**src/design/spfd_pkg.sv**
```systemverilog
// Package for the sync-prefix frame deframer: parser phase type,
// prefix bytes, result record and register reset value.
// No dependencies.
`default_nettype none

package spfd_pkg;

  typedef enum logic [2:0] {
    PH_PREFIX  = 3'd0,
    PH_COMMAND = 3'd1,
    PH_REQUEST = 3'd2,
    PH_LENGTH  = 3'd3,
    PH_DATA    = 3'd4
  } phase_t;

  localparam logic [7:0]  SYNC_0         = 8'h5A;  // 'Z'
  localparam logic [7:0]  SYNC_1         = 8'h50;  // 'P'
  localparam logic [7:0]  SYNC_2         = 8'h42;  // 'B'
  localparam logic [15:0] POS_PREFIX_END = 16'd2;
  localparam logic [15:0] MAX_LEN_RST    = 16'd255;

  typedef struct packed {
    logic        has_payload;
    logic        last;
    logic [15:0] byte_position;
    logic [7:0]  payload_byte;
    logic [15:0] frame_length;
    logic [15:0] request_tag;
    logic [7:0]  command_code;
  } res_t;

  function automatic logic [7:0] sync_byte(input logic [1:0] idx);
    logic [7:0] s;
    case (idx)
      2'd0:    s = SYNC_0;
      2'd1:    s = SYNC_1;
      2'd2:    s = SYNC_2;
      default: s = SYNC_0;
    endcase
    return s;
  endfunction

endpackage

`default_nettype wire

```
**src/design/sync_prefix_frame_deframer_core.sv**
```systemverilog
// Sync-prefix frame deframer, top level.
// Depends on spfd_pkg (phase type, prefix bytes, result record).
//
// Usage:
//   in_*   : one received byte per transaction (in_tdata).
//   out_*  : one result per payload byte, or one completion result for an
//            empty frame. tdata carries the header fields, the payload byte
//            and its position; tuser marks a payload byte; tlast marks the
//            result that completes the frame.
//   cfg_*  : write of max_payload_length; longer frames are dropped without
//            any result. Write only while the block is idle.
// Throughput: one byte per cycle while in_tready is high. The parser state is
// updated in the cycle a byte is accepted, and its result is registered in the
// output register, or in the skid register while the output is stalled.
// A two-entry output stage (output register plus skid register) lets a byte
// be accepted while a result waits; in_tready drops only when both hold a
// result, and recovers the cycle after out_tready returns.
// Reset (rst_n low, synchronous) returns the parser to prefix search, clears
// the header fields and the output stage, and sets max_payload_length to 255.
`default_nettype none

module sync_prefix_frame_deframer_core (
  input  wire         clk,
  input  wire         rst_n,
  // configuration
  input  wire         cfg_wr_en,
  input  wire  [15:0] cfg_wr_data,   // max_payload_length
  // received bytes
  input  wire         in_tvalid,
  output logic        in_tready,
  input  wire  [7:0]  in_tdata,      // [7:0] rx_byte
  // results
  output logic        out_tvalid,
  input  wire         out_tready,
  output logic [63:0] out_tdata,     // [7:0] command_code, [23:8] request_tag,
                                     // [39:24] frame_length, [47:40] payload_byte,
                                     // [63:48] byte_position
  output logic [0:0]  out_tuser,     // [0] has_payload
  output logic        out_tlast      // last
);
  import spfd_pkg::*;

  logic [15:0] max_len_r;

  phase_t      phase_r, phase_nxt;
  logic [15:0] pos_r, pos_nxt;
  logic [7:0]  cmd_r, cmd_nxt;
  logic [15:0] req_r, req_nxt;
  logic [15:0] len_r, len_nxt;

  logic        in_fire;
  logic [15:0] len_shift;
  logic [16:0] pos_inc;
  logic        data_fin;
  logic        pos_hi;

  logic        res_vld;
  res_t        res;

  logic        out_vld_r, skid_vld_r;
  res_t        out_r, skid_r;

  assign in_tready = ~skid_vld_r;
  assign in_fire   = in_tvalid & in_tready;
  assign len_shift = {len_r[7:0], in_tdata};
  assign pos_inc   = {1'b0, pos_r} + 17'd1;
  assign data_fin  = pos_inc >= {1'b0, len_r};
  assign pos_hi    = pos_r != 16'd0;   // second byte of a 16-bit field

  // next state
  always_comb begin
    phase_nxt = phase_r;
    pos_nxt   = pos_r;
    cmd_nxt   = cmd_r;
    req_nxt   = req_r;
    len_nxt   = len_r;
    if (in_fire) begin
      case (phase_r)
        PH_PREFIX: begin
          if (pos_r > POS_PREFIX_END || in_tdata != sync_byte(pos_r[1:0])) begin
            pos_nxt = '0;
            cmd_nxt = '0;
            req_nxt = '0;
            len_nxt = '0;
          end else if (pos_r == POS_PREFIX_END) begin
            phase_nxt = PH_COMMAND;
            pos_nxt   = '0;
          end else begin
            pos_nxt = pos_inc[15:0];
          end
        end
        PH_COMMAND: begin
          cmd_nxt   = in_tdata;
          req_nxt   = '0;
          pos_nxt   = '0;
          phase_nxt = PH_REQUEST;
        end
        PH_REQUEST: begin
          req_nxt = {req_r[7:0], in_tdata};
          if (pos_hi) begin
            phase_nxt = PH_LENGTH;
            pos_nxt   = '0;
            len_nxt   = '0;
          end else begin
            pos_nxt = pos_inc[15:0];
          end
        end
        PH_LENGTH: begin
          len_nxt = len_shift;
          if (pos_hi) begin
            if (len_shift > max_len_r || len_shift == 16'd0) begin
              // dropped, or empty frame completed
              phase_nxt = PH_PREFIX;
              pos_nxt   = '0;
              cmd_nxt   = '0;
              req_nxt   = '0;
              len_nxt   = '0;
            end else begin
              phase_nxt = PH_DATA;
              pos_nxt   = '0;
            end
          end else begin
            pos_nxt = pos_inc[15:0];
          end
        end
        PH_DATA: begin
          if (data_fin) begin
            phase_nxt = PH_PREFIX;
            pos_nxt   = '0;
            cmd_nxt   = '0;
            req_nxt   = '0;
            len_nxt   = '0;
          end else begin
            pos_nxt = pos_inc[15:0];
          end
        end
        default: begin
          phase_nxt = PH_PREFIX;
          pos_nxt   = '0;
          cmd_nxt   = '0;
          req_nxt   = '0;
          len_nxt   = '0;
        end
      endcase
    end
  end

  // result of the accepted byte
  always_comb begin
    res_vld           = 1'b0;
    res.command_code  = cmd_r;
    res.request_tag   = req_r;
    res.frame_length  = len_r;
    res.payload_byte  = in_tdata;
    res.byte_position = pos_r;
    res.has_payload   = 1'b1;
    res.last          = data_fin;
    case (phase_r)
      PH_LENGTH: begin
        if (pos_hi && len_shift == 16'd0) begin
          res_vld           = in_fire;
          res.frame_length  = len_shift;
          res.payload_byte  = '0;
          res.byte_position = '0;
          res.has_payload   = 1'b0;
          res.last          = 1'b1;
        end
      end
      PH_DATA: res_vld = in_fire;
      default: res_vld = 1'b0;
    endcase
  end

  always_ff @(posedge clk) begin
    if (!rst_n) begin
      max_len_r <= MAX_LEN_RST;
      phase_r   <= PH_PREFIX;
      pos_r     <= '0;
      cmd_r     <= '0;
      req_r     <= '0;
      len_r     <= '0;
    end else begin
      if (cfg_wr_en) begin
        max_len_r <= cfg_wr_data;
      end
      phase_r <= phase_nxt;
      pos_r   <= pos_nxt;
      cmd_r   <= cmd_nxt;
      req_r   <= req_nxt;
      len_r   <= len_nxt;
    end
  end

  // output register with skid entry
  always_ff @(posedge clk) begin
    if (!rst_n) begin
      out_vld_r  <= 1'b0;
      skid_vld_r <= 1'b0;
    end else begin
      if (out_vld_r && !out_tready) begin
        if (res_vld) begin
          skid_vld_r <= 1'b1;
        end
      end else if (skid_vld_r) begin
        // skid holds the older result; no new one can arrive (in_tready low)
        out_vld_r  <= 1'b1;
        skid_vld_r <= 1'b0;
      end else begin
        out_vld_r <= res_vld;
      end
    end
  end

  always_ff @(posedge clk) begin
    if (out_vld_r && !out_tready) begin
      if (res_vld) begin
        skid_r <= res;
      end
    end else if (skid_vld_r) begin
      out_r <= skid_r;
    end else if (res_vld) begin
      out_r <= res;
    end
  end

  assign out_tvalid = out_vld_r;
  assign out_tdata  = {out_r.byte_position, out_r.payload_byte, out_r.frame_length,
                       out_r.request_tag, out_r.command_code};
  assign out_tuser  = out_r.has_payload;
  assign out_tlast  = out_r.last;

endmodule

`default_nettype wire
```
**config.mk**
```make
export PLATFORM = sky130hd
export DESIGN_NAME = sync_prefix_frame_deframer_core
export DESIGN_NICKNAME = d
export VERILOG_FILES = /design/src/design/spfd_pkg.sv /design/src/design/sync_prefix_frame_deframer_core.sv
export SDC_FILE = /design/constraint.sdc
export NUM_CORES = 1
export LEC_CHECK = 0
export BUFFER_PORTS_ARGS = -buffer_cell sky130_fd_sc_hd__buf_2
export CORE_ASPECT_RATIO = 0.9
export CORE_MARGIN = 2
export CORE_UTILIZATION = 30
export DETAILED_ROUTE_END_ITERATION = 7
export MAX_ROUTING_LAYER = met4
export PLACE_DENSITY = 0.46
export SLEW_MARGIN = 20
export SYNTH_ARGS = -nofsm -noshare
export SYNTH_HDL_FRONTEND = slang
export SYNTH_SLANG_ARGS = --single-unit
```
**constraint.sdc**
```tcl
create_clock -name clk -period 5 [get_ports clk]
set_clock_uncertainty 0.1 [all_clocks]
set_input_delay 0.25 -clock clk [delete_from_list [all_inputs] [get_ports clk]]
set_output_delay 0.25 -clock clk [all_outputs]
set_load 0.1 [all_outputs]
```
== Word level (Yosys, flattened, before mapping) ==
Index checks and enable logic that the tools add are counted.

* Bits in registers: 209
* Bits of input ports: 29
* Output and inout port bits: 68

* Add/sub/neg operators: 1
* Magnitude comparators: 3
* Equal/unequal tests: 15
* Muxes and demuxes: 36
* Bitwise operators: 5
* Reduce and logical (&&, ||, !) cells: 17

{| class="wikitable"
|+ Operator list
! operator !! number
|-
| $mux 16 || 11
|-
| $mux 66 || 2
|-
| $mux 42 || 2
|-
| $pmux 16 s5 || 1
|-
| $pmux 16 s4 || 1
|-
| $mux 8 || 6
|-
| $pmux 16 s3 || 1
|-
| $pmux 8 s5 || 1
|-
| $mux 3 || 6
|-
| $add 16x1->17 const B || 1
|-
| $ge 17x16->1 || 1
|-
| $eq 16x2->1 const B || 1
|-
| $gt 16x16->1 || 1
|-
| $gt 16x2->1 const B || 1
|-
| $logic_not 16->1 || 1
|-
| $reduce_bool 16->1 || 1
|-
| $pmux 3 s5 || 1
|-
| $ne 2x2->1 const B || 7
|-
| $reduce_and 6->1 || 2
|-
| $pmux 5 s2 || 1
|-
| $reduce_and 5->1 || 2
|-
| $ne 8x8->1 || 1
|-
| $eq 3x2->1 const B || 2
|-
| $reduce_and 2->1 || 3
|-
| 14 further kinds || 20
|}

== Depth between registers and ports, before layout ==
Gate-level depths: netlist of the first run.

* Depth after elaboration: 8
* Mapped depth: 17
* Gate-level depth less buffers: 15

== Least setup slack after synthesis of the first run ==
OpenSTA, ideal clock, no wires.

* Kind: flip-flop to flip-flop
* Start point: register phase_r[1]
* End point: register out_r (netlist bit out_tdata[0]) (enable)
* Library setup time: 0.490 ns
* Data arrival time: 4.333 ns
* Data required time: 4.410 ns
* Setup slack: 0.077 ns
* Stages on the path, launching flop included: 8
* Buffers on the path: 1
* Clock period less this slack: 4.923 ns
* Cells stage by stage: dfxtp_1 > nor2b_1 > and2_1 > o211ai_1 > buf_2 > nand2_1 > a21oi_1 > nor2_1

* Cells in the longest elaborated chain, start to end: 4

{| class="wikitable"
|+ Ends and longest elaborated chain
! item !! RTL line !! source
|-
| start, declared || sync_prefix_frame_deframer_core.sv:45 || <nowiki>phase_t phase_r, phase_nxt;</nowiki>
|-
| start signal, assigned || sync_prefix_frame_deframer_core.sv:186 || <nowiki>phase_r <= phase_nxt;</nowiki>
|-
| $eq 3x3->1 or $eq 3x2->1 (tied branches) || sync_prefix_frame_deframer_core.sv:158 || <nowiki>case (phase_r)</nowiki>
|-
| $pmux 1 s2 * || sync_prefix_frame_deframer_core.sv:158 ||
|-
| $reduce_bool 2->1 (no source line) * || n/a ||
|-
| $reduce_and 2->1 (no source line) * || n/a ||
|-
| end signal, assigned || sync_prefix_frame_deframer_core.sv:220 || <nowiki>out_r <= skid_r;</nowiki>
|-
| end signal, assigned || sync_prefix_frame_deframer_core.sv:222 || <nowiki>out_r <= res;</nowiki>
|-
| end, declared || sync_prefix_frame_deframer_core.sv:61 || <nowiki>res_t out_r, skid_r;</nowiki>
|}

Mark *: on every way between the ends. The rest lies on a longest branch, timed or not.
A chain may end at the register's enable or synchronous reset.

== Worst setup path in the final report of the first run ==
* Start point: register pos_r[3]
* End point: register pos_r[2]

* Cells in the longest elaborated chain, start to end: 4

{| class="wikitable"
|+ Ends and longest elaborated chain
! item !! RTL line !! source
|-
| start, declared || sync_prefix_frame_deframer_core.sv:46 || <nowiki>logic [15:0] pos_r, pos_nxt;</nowiki>
|-
| start signal, assigned || sync_prefix_frame_deframer_core.sv:187 || <nowiki>pos_r <= pos_nxt;</nowiki>
|-
| $add 16x1->17, or another cell as far along || sync_prefix_frame_deframer_core.sv:66 || <nowiki>assign pos_inc = {1'b0, pos_r} + 17'd1;</nowiki>
|-
| $ge 17x16->1, or another cell as far along || sync_prefix_frame_deframer_core.sv:67 || <nowiki>assign data_fin = pos_inc >= {1'b0, len_r};</nowiki>
|-
| $mux 16 (on tied branches) || sync_prefix_frame_deframer_core.sv:127, sync_prefix_frame_deframer_core.sv:80 ||
|-
| $pmux 16 s3 * || sync_prefix_frame_deframer_core.sv:78 || <nowiki>case (phase_r)</nowiki>
|}

Marks and branches as above.

==> summary by stage, run 1 <==
STA
In the final timing run, aggregate negative setup slack is 0 ps. The tightest hold margin is 26.1 ps. Derived from the worst setup path, the maximum achievable clock frequency is around 240 MHz. The final critical delay including setup and external delays is about 4100 ps. The final clock period utilization by the worst path is 82.4%. The number of hold violations in the final report is 0. Setup violations remaining at the end of the flow were counted as 0.

The worst relative slew slack is between 30% and 40%. For the pin with the worst max-slew slack, the measured transition is 898 ps. The total count of max-transition violations in the final report is 0. Setup repair after global routing left no endpoint under its margin.

Synth
In the synthesized netlist the dominant register cell turns out to be edfxtp_1. The synthesized netlist devotes 1.48% of its cell area to XOR and XNOR gates. The mean post-synth cell area is between 10 and 15 sq um. After synthesis, flip-flops and latches occupy 58.3% of the total area. In the post-synthesis netlist, the biggest area contributors are edfxtp_1, dfxtp_1, mux2_2, ha_1, nand2_1.

The number of distinct standard cells referenced by the synthesized netlist is 56. The post-synthesis cell type with the largest combined area is edfxtp_1. Of the post-synthesis cell area, the dominant cell type holds 41.9%. In this run, synthesis inferred 132 flip-flops with an integrated enable. The cell area after synthesis is around 9400 sq um.

The fraction of synthesized area in multiplexers is 10.5%. Summing the areas of all compound-gate instances in the mapped netlist gives ~7% of the synthesized area. After Yosys synthesis, and, or, nand and nor cells account for 13.8% of the synthesized area. The async set-or-reset flop fraction in the synthesized netlist is 0%. Synthesis produced a netlist with a net count of 859. The number of instances in the synthesized netlist is between 700 and 800.

Synthesis inferred 209 register bits. For this run, the number of Yosys warnings is 0. Summing the areas of all fa, ha and maj instances in the mapped netlist gives 4.90% of the synthesized area. The dominant combinational cell family by area after synthesis is simple AND/OR/NAND/NOR gates.

Layout
The signed area change from the synthesized netlist to the final layout is 20.0%. The filler cell count is 3086. The library cell used most frequently in the layout, excluding fill and tap cells, is edfxtp_1. The number of nets in the layout is 954. 0 antenna diodes ended up in the layout. Cells fill 36.6% of the core in the end. The post-route netlist has between 20 and 25% of its cells at a drive strength greater than 1. The library cells used most frequently in the layout, excluding fill and tap cells, are edfxtp_1, nand2_1, buf_2, dfxtp_1, mux2_2.

Flow run
The max-cap check violation count is 0.

Clock tree
No sink is reached through more buffers than the 3 on the longest clock path. The number of buffers added by the clock tree synthesis step is 24. In this run the number of H-tree levels came out at 1. The clock tree root driver cell is clkbuf_16.

The clock insertion delay at the later pin of the skew report is 530 ps. After clock tree synthesis, the repair step resized 0 gates. Clock-pin slew was measured on the worst setup and hold paths at around 60 ps. TritonCTS built the clock tree. The number of sinks handled by clock tree synthesis is 209.

Worst setup path
In this run the worst path has a maximum fanout of 20. At the worst endpoint, the arrival time is between 4000 and 5000 ps. The worst setup path is captured at a flip-flop. Data on the critical path is required at its endpoint by about 5300 ps. The launching element of the worst setup path is pos_r[3]$_SDFFE_PN0P_. The critical path start-end classification is reg2reg. The worst register-to-register path begins at pos_r[3]$_SDFFE_PN0P_. The most used cell along the critical path is nand4_1. The largest individual stage delay along the critical path comes from the cell a2111oi_0. Walking the worst path, the cells encountered are nand3_2 -> nor3_1 -> nand3_1 -> xnor2_1 -> ha_1 -> nand4_1 -> a2111oi_0 -> o31ai_1 -> nand4_1 -> nor2_1 -> o2111ai_1 -> buf_4 -> o21ai_0 -> a21o_1. The longest individual stage delay on the worst path is 710 ps. The category of the worst setup path launch point is a flip-flop.

Run status
The run finished with clean final reports.

Routing
The count of routing violations after the opening detailed-route iteration is 338. Wires add up to 21.5 mm. The total via count after detailed routing is 5958. For this run, design rule violations remaining after detail routing come to 0. The post-detailed-route count of antenna-violating nets is 0. The post-detailed-route via-to-cell ratio is around 4.5. The first TritonRoute pass finished after 4 iterations. The wire length per cell after detailed routing is 16.4 microns.

Place
The placer's final routability congestion estimate is 0.807. The post-detailed-placement half-perimeter wirelength is between 10 and 15 mm. The number of input and output port buffers inserted is 96.

Worst hold path
The path class of the tightest hold or removal check is in2reg. The startpoint identified for the worst hold timing path is out_tready.

Power
The total power density per cell area is roughly 330 nW/um^2. The leakage power summed over all cells is ~4.3 nW. The worst-case IR drop observed on VDD is 205 uV.

Global route
The number of global-route vias before repair is about 6000. The initial antenna violation count came to 0. For this run the aggregate overflow at the end of global routing stands at 0.

Global routing used between 10 and 15% of the available tracks. The wire length of the first global-routing pass is 33.9 mm. The maximum number of pins on one net before global-route repair is 52.

Floorplan
97 I/O pins were placed. The floorplan step defined a die boundary enclosing 32900 sq um. Once the floorplan was initialized, standard cells occupied 30.5% of the core. The die is 172 microns tall. The horizontal extent of the die is 191 microns. After floorplanning, the core was divided into 61 placement rows. The core region area is just over 30000 sq um.
synthesized netlist by cell type, types with 2 or more instances:
master     count
nand4_2        2
xnor2_1        8
a211oi_1       2
edfxtp_1     132
o2111ai_1      2
nor4_1         5
and3_1         3
buf_1          6
nor4_2         2
nor2_1        16
a21oi_1       13
o21ai_1        5
mux2i_1       34
o31ai_1       17
xor2_1         8
dfxtp_1       77
nor4_4         2
nand2_1      119
nand4_1        9
nor3_1         6
inv_1         39
buf_2          8
nor3b_1        4
ha_1          37
nand2b_1      11
o211ai_1      10
nor2b_1       17
mux2_2        58
nand3_1       26
o21a_1         2
o21ai_0       18
a21o_1         9
clkbuf_1      39
and2_1        25
power by group:
group / total (mW) / leakage, nW / switching [mW] / internal [mW]
clock network: 1.85 / 0.413 / 0.706 / 1.15
logic: 0.118 / 2.14 / 0.0693 / 0.0490
registers: 1.83 / 1.72 / 0.00335 / 1.82
state kept, by name, summed over array words and instances (netlist names):
name / flops
cmd_r: 8
len_r: 16
max_len_r: 16
out_tdata: 64
out_tlast: 1
out_tuser: 1
out_tvalid: 1
phase_r: 3
pos_r: 16
req_r: 16
skid_r: 66
skid_vld_r: 1
critical path: cells and delay by family, from the launching register on:
family	cells	cell delay [ps]
xor gates and xnor gates	1	190
adders and majority gates	1	310
AOI/OAI and AO/OA	5	1320
and+or+nand+nor	6	1330
buffers and inverters	1	260
DFF	1	490
through the flow:
stage                     setup WS, ps  total power, mW  instance area, sq um  cells
after floorplan                   77.3             1.93                  9450    793
after global placement             951             1.97                 10300   1250
after detailed placement           841             1.97                 10300   1250
after CTS                          821             3.86                 11300   1315
after global routing               430             3.93                 11300   1315
final                              880             3.80                 11300   1315
repair_timing:
action,4_1_cts,5_1_grt
buffers inserted,0,0
hold buffers,21,0
hold endpoints to repair,32,0
final timing paths:
| kind | endpoint | slack (ps) | cells after the start |
|---|---|---|---|
| setup / recovery | pos_r[2]$_SDFFE_PN0P_ | 880 | 14 |
| hold / removal | skid_vld_r$_SDFFE_PN0P_ | 30 | 3 |
| setup reg to reg | pos_r[2]$_SDFFE_PN0P_ | 880 | 14 |
| hold reg to reg | skid_r[6]$_DFFE_PP_ | 350 | 0 |
kinds of logic (layout without fill, tap and decap cells):
kind of cell | Yosys count | after routing
AOI/OAI and AO/OA | 89 | 89
xor gates and xnor gates | 16 | 16
adders and majority gates | 37 | 37
buffers and inverters | 95 | 208
DFF | 209 | 209
muxes | 92 | 92
and+or+nand+nor | 255 | 255
final cells by class:
type	instances	area, sq um	area share (%)
Inverter	39	146	1.29
Clock buffer	30	663	5.85
Timing Repair Buffer	125	763	6.73
Sequential cell	209	5510	48.6
Clock inverter	14	184	1.62
Multi-Input combinational cell	489	3570	31.4
Tap cell	409	512	4.51
metal layers:
| metal | wire length (microns) | part of all wire, % | global-route usage, % | vias to the layer above |
|---|---|---|---|---|
| li1 | - | - | - | 3004 |
| met1 | 11200 | 52 | 19.5 | 2832 |
| met2 | 9100 | 42 | 20.3 | 96 |
| met3 | 873 | 4.1 | 2.13 | 26 |
| met4 | 361 | 1.7 | 2.91 | 0 |
| met5 | 0 | 0 | - | - |
Note: power is estimated with default switching activity, not from simulation.
==> run 2: changes to the inputs <==
PLACE_DENSITY = 0.44   (was 0.46)
clock period = 3.9 ns   (was 5 ns; I/O delays follow)
==> summary by stage, run 2 (same netlist as run 1, synthesis figures left out) <==
Worst setup path
The worst setup path is launched from a flip-flop. The required time at the worst-slack endpoint is 4220 ps (-1090 ps). By startpoint and endpoint, the worst setup path is classified as reg2reg. The maximum fanout encountered on the critical timing path is 20 (unchanged).

The worst setup path is captured at a flip-flop. The arrival time at the worst endpoint is 3940 ps (-490 ps).

Power
The fraction of power consumed by sequential logic is 49.7% (+1.6 points). The fraction of power consumed by combinational cells is 3.5% (+0.4 points). The total power density per cell area came to 411 nW/um^2 (+23%). The worst voltage drop across the vdd grid is 261 uV (+27%). The switching share of power is 21.2% (+0.67 points). The reported net switching power is 0.997 mW (+28%). The internal portion of total power is 3.71 mW (+23%). The clock power share was 46.8% (-2.0 points).

The leakage power summed over all cells came to 4.35 nW (+1.7%).

STA
The worst relative slew slack is 35.1% (-4.9 points). The final critical delay including setup and external delays came to 3620 ps (-498 ps). The actual slew at the worst max-slew pin is 972 ps (+73.7 ps). The tightest hold margin came to 33.3 ps (+7.22 ps). The final clock period utilization by the worst path is 92.9% (+10 points). Setup repair after global routing left no endpoint under its margin. The aggregate negative setup slack was 0 ps (unchanged). The total count of max-transition violations in the final report is 0 (unchanged). The worst-case setup margin in the final layout is 278 ps (-602 ps). The number of hold violations in the final report is 0 (unchanged).

The fmax is 276 MHz (+14%). The setup violation total in the final timing report was 0 (unchanged).

Global route
The maximum number of pins on one net before global-route repair is 47 (-9.6%). The aggregate global routing overflow came to 0 (unchanged). The global-route total usage across every layer is 13.9% (+0.34 points). The number of global-route vias before repair is 6051 (+2.4%). The initial antenna violation count is 0 (unchanged). The wire length of the first global-routing pass came to 34.9 mm (+2.9%).

Routing
The count of routing violations after the opening detailed-route iteration came to 365 (+8.0%). The remaining design rule violation count is 0 (unchanged). The number of iterations in the first detailed-routing pass came to 4 (unchanged). The wire length per cell after detailed routing came to 16.9 microns (+2.9%). The total detailed-routing wirelength is 22.5 mm (+4.5%). The post-detailed-route via-to-cell ratio was 4.51 (-0.51%). The total via count after detailed routing is 6018 (+1.0%).

The post-detailed-route count of antenna-violating nets is 0 (unchanged).

Layout
The most common cell after layout, fill and taps aside is edfxtp_1. The flip-flop count of the largest register after layout came to 66 (unchanged). The number of nets in the layout is 974 (+2.1%). skid_r holds more flip-flops than any other register. The final standard cell utilization of the core is 37.0% (+0.38 points).

The post-layout instance count excluding filler cells is 1335 (+1.5%). The number of antenna repair diodes is 0 (unchanged). The area growth from synthesis to layout is 21.3%.

The share of post-route cells with drive strength above 1 is 26.1% (+1.2 points). The filler cell count is 3079 (-0.23%). The library cells used most frequently in the layout, excluding fill and tap cells, are edfxtp_1, nand2_1, buf_2, dfxtp_1, mux2_2.

Worst hold path
The kind of path behind the tightest hold check is in2reg.

Flow run
The max-cap check violation count is 0 (unchanged).

Place
The placer's final routability congestion estimate was 0.815 (+1.0%). The worst-case setup slack after placement is 37.4 ps (-804 ps). The number of cells in the design after placement came to 1264 (+1.1%). The post-detailed-placement half-perimeter wirelength is 15.0 mm (+4.7%).

The number of input and output port buffers inserted is 96 (unchanged).

Floorplan
The die area is 32900 sq um (unchanged). The total I/O pin count is 97 (unchanged). The floorplan die height is 172 microns (unchanged). The core region area came to 31000 sq um (unchanged). The horizontal extent of the die is 191 microns (unchanged).

The starting utilization of the core area is 30.5% (unchanged). The total number of placement rows was 61 (unchanged).

Clock tree
The number of buffers added by the clock tree synthesis step is 24 (unchanged). The clock tree root driver cell is clkbuf_16. The number of H-tree levels is 1 (unchanged). The number of post-CTS setup repair buffers is 0 (unchanged). The maximum clock path buffer count is 3 (unchanged). The clock insertion delay at the later pin of the skew report was 520 ps (about the same).

The number of sinks handled by clock tree synthesis is 209 (unchanged). TritonCTS built the clock tree. The clock-pin slew on the worst setup and hold paths came to 60 ps (about the same).

Run status
The flow ran to the end, and the final reports show no timing, DRC or antenna violations.
run 2: path summary, 6_finish.rpt:
path / start / endpoint / slack (ps) / cells past startpoint
max: pos_r[1]$_SDFFE_PN0P_ / pos_r[2]$_SDFFE_PN0P_ / 280 / 15
min: in_tdata[3] / skid_r[43]$_DFFE_PP_ / 30 / 2
max reg2reg: pos_r[1]$_SDFFE_PN0P_ / pos_r[2]$_SDFFE_PN0P_ / 280 / 15
min reg2reg: cmd_r[7]$_SDFFE_PN0P_ / skid_r[7]$_DFFE_PP_ / 360 / 0
run 2: metal layers:
| layer | up-vias | track usage [%] | part of all wire [%] |
|---|---|---|---|
| met1 | 2838 | 20.4 | 53 |
| li1 | 3041 | - | - |
| met3 | 40 | 2.17 | 3.7 |
| met5 | - | - | 0 |
| met4 | 0 | 3.18 | 2.0 |
| met2 | 99 | 20.1 | 42 |
run 2: cell type report:
type	count	area [sq um]	area share, %
Tap cell	409	512	4.47
Timing Repair Buffer	143	925	8.07
Clock inverter	9	73.8	0.644
Inverter	39	146	1.28
Sequential cell	209	5510	48.1
Multi-Input combinational cell	491	3600	31.4
Clock buffer	35	694	6.06
run 2: power groups by stage:
| stage | Sequential, mW | Combinational [mW] | Clock [mW] |
|---|---|---|---|
| after detailed placement | 2.39 | 0.143 | 0 |
| final | 2.34 | 0.163 | 2.20 |
| after CTS | 2.34 | 0.161 | 2.27 |
| after global routing | 2.34 | 0.181 | 2.36 |
| after global placement | 2.39 | 0.142 | 0 |
| after floorplan | 2.39 | 0.0919 | 0 |
run 2: through the flow:
stage / cell area (sq um) / total power [mW]
after global placement: 10400 / 2.53
final: 11500 / 4.71
after global routing: 11500 / 4.88
after detailed placement: 10400 / 2.53
after CTS: 11400 / 4.77
after floorplan: 9450 / 2.48
run 2: timing repair:
action,4_1_cts,5_1_grt
gates resized for setup,0,7
hold endpoints to repair,35,0
hold buffers,25,0
endpoints found under the setup margin,0,95
run 2: critical path: stages (launching register included):
cell and delay [ps]:
dfxtp_1 440, ha_2 270, nand2_1 150, nor2_2 180
nand3_1 110, xnor2_1 190, ha_1 310, nand4_1 140
a2111oi_1 460, o31ai_1 130, nand4_1 210, nor2_1 70
o2111ai_1 230, buf_6 220, o21ai_0 100, a21o_1 190
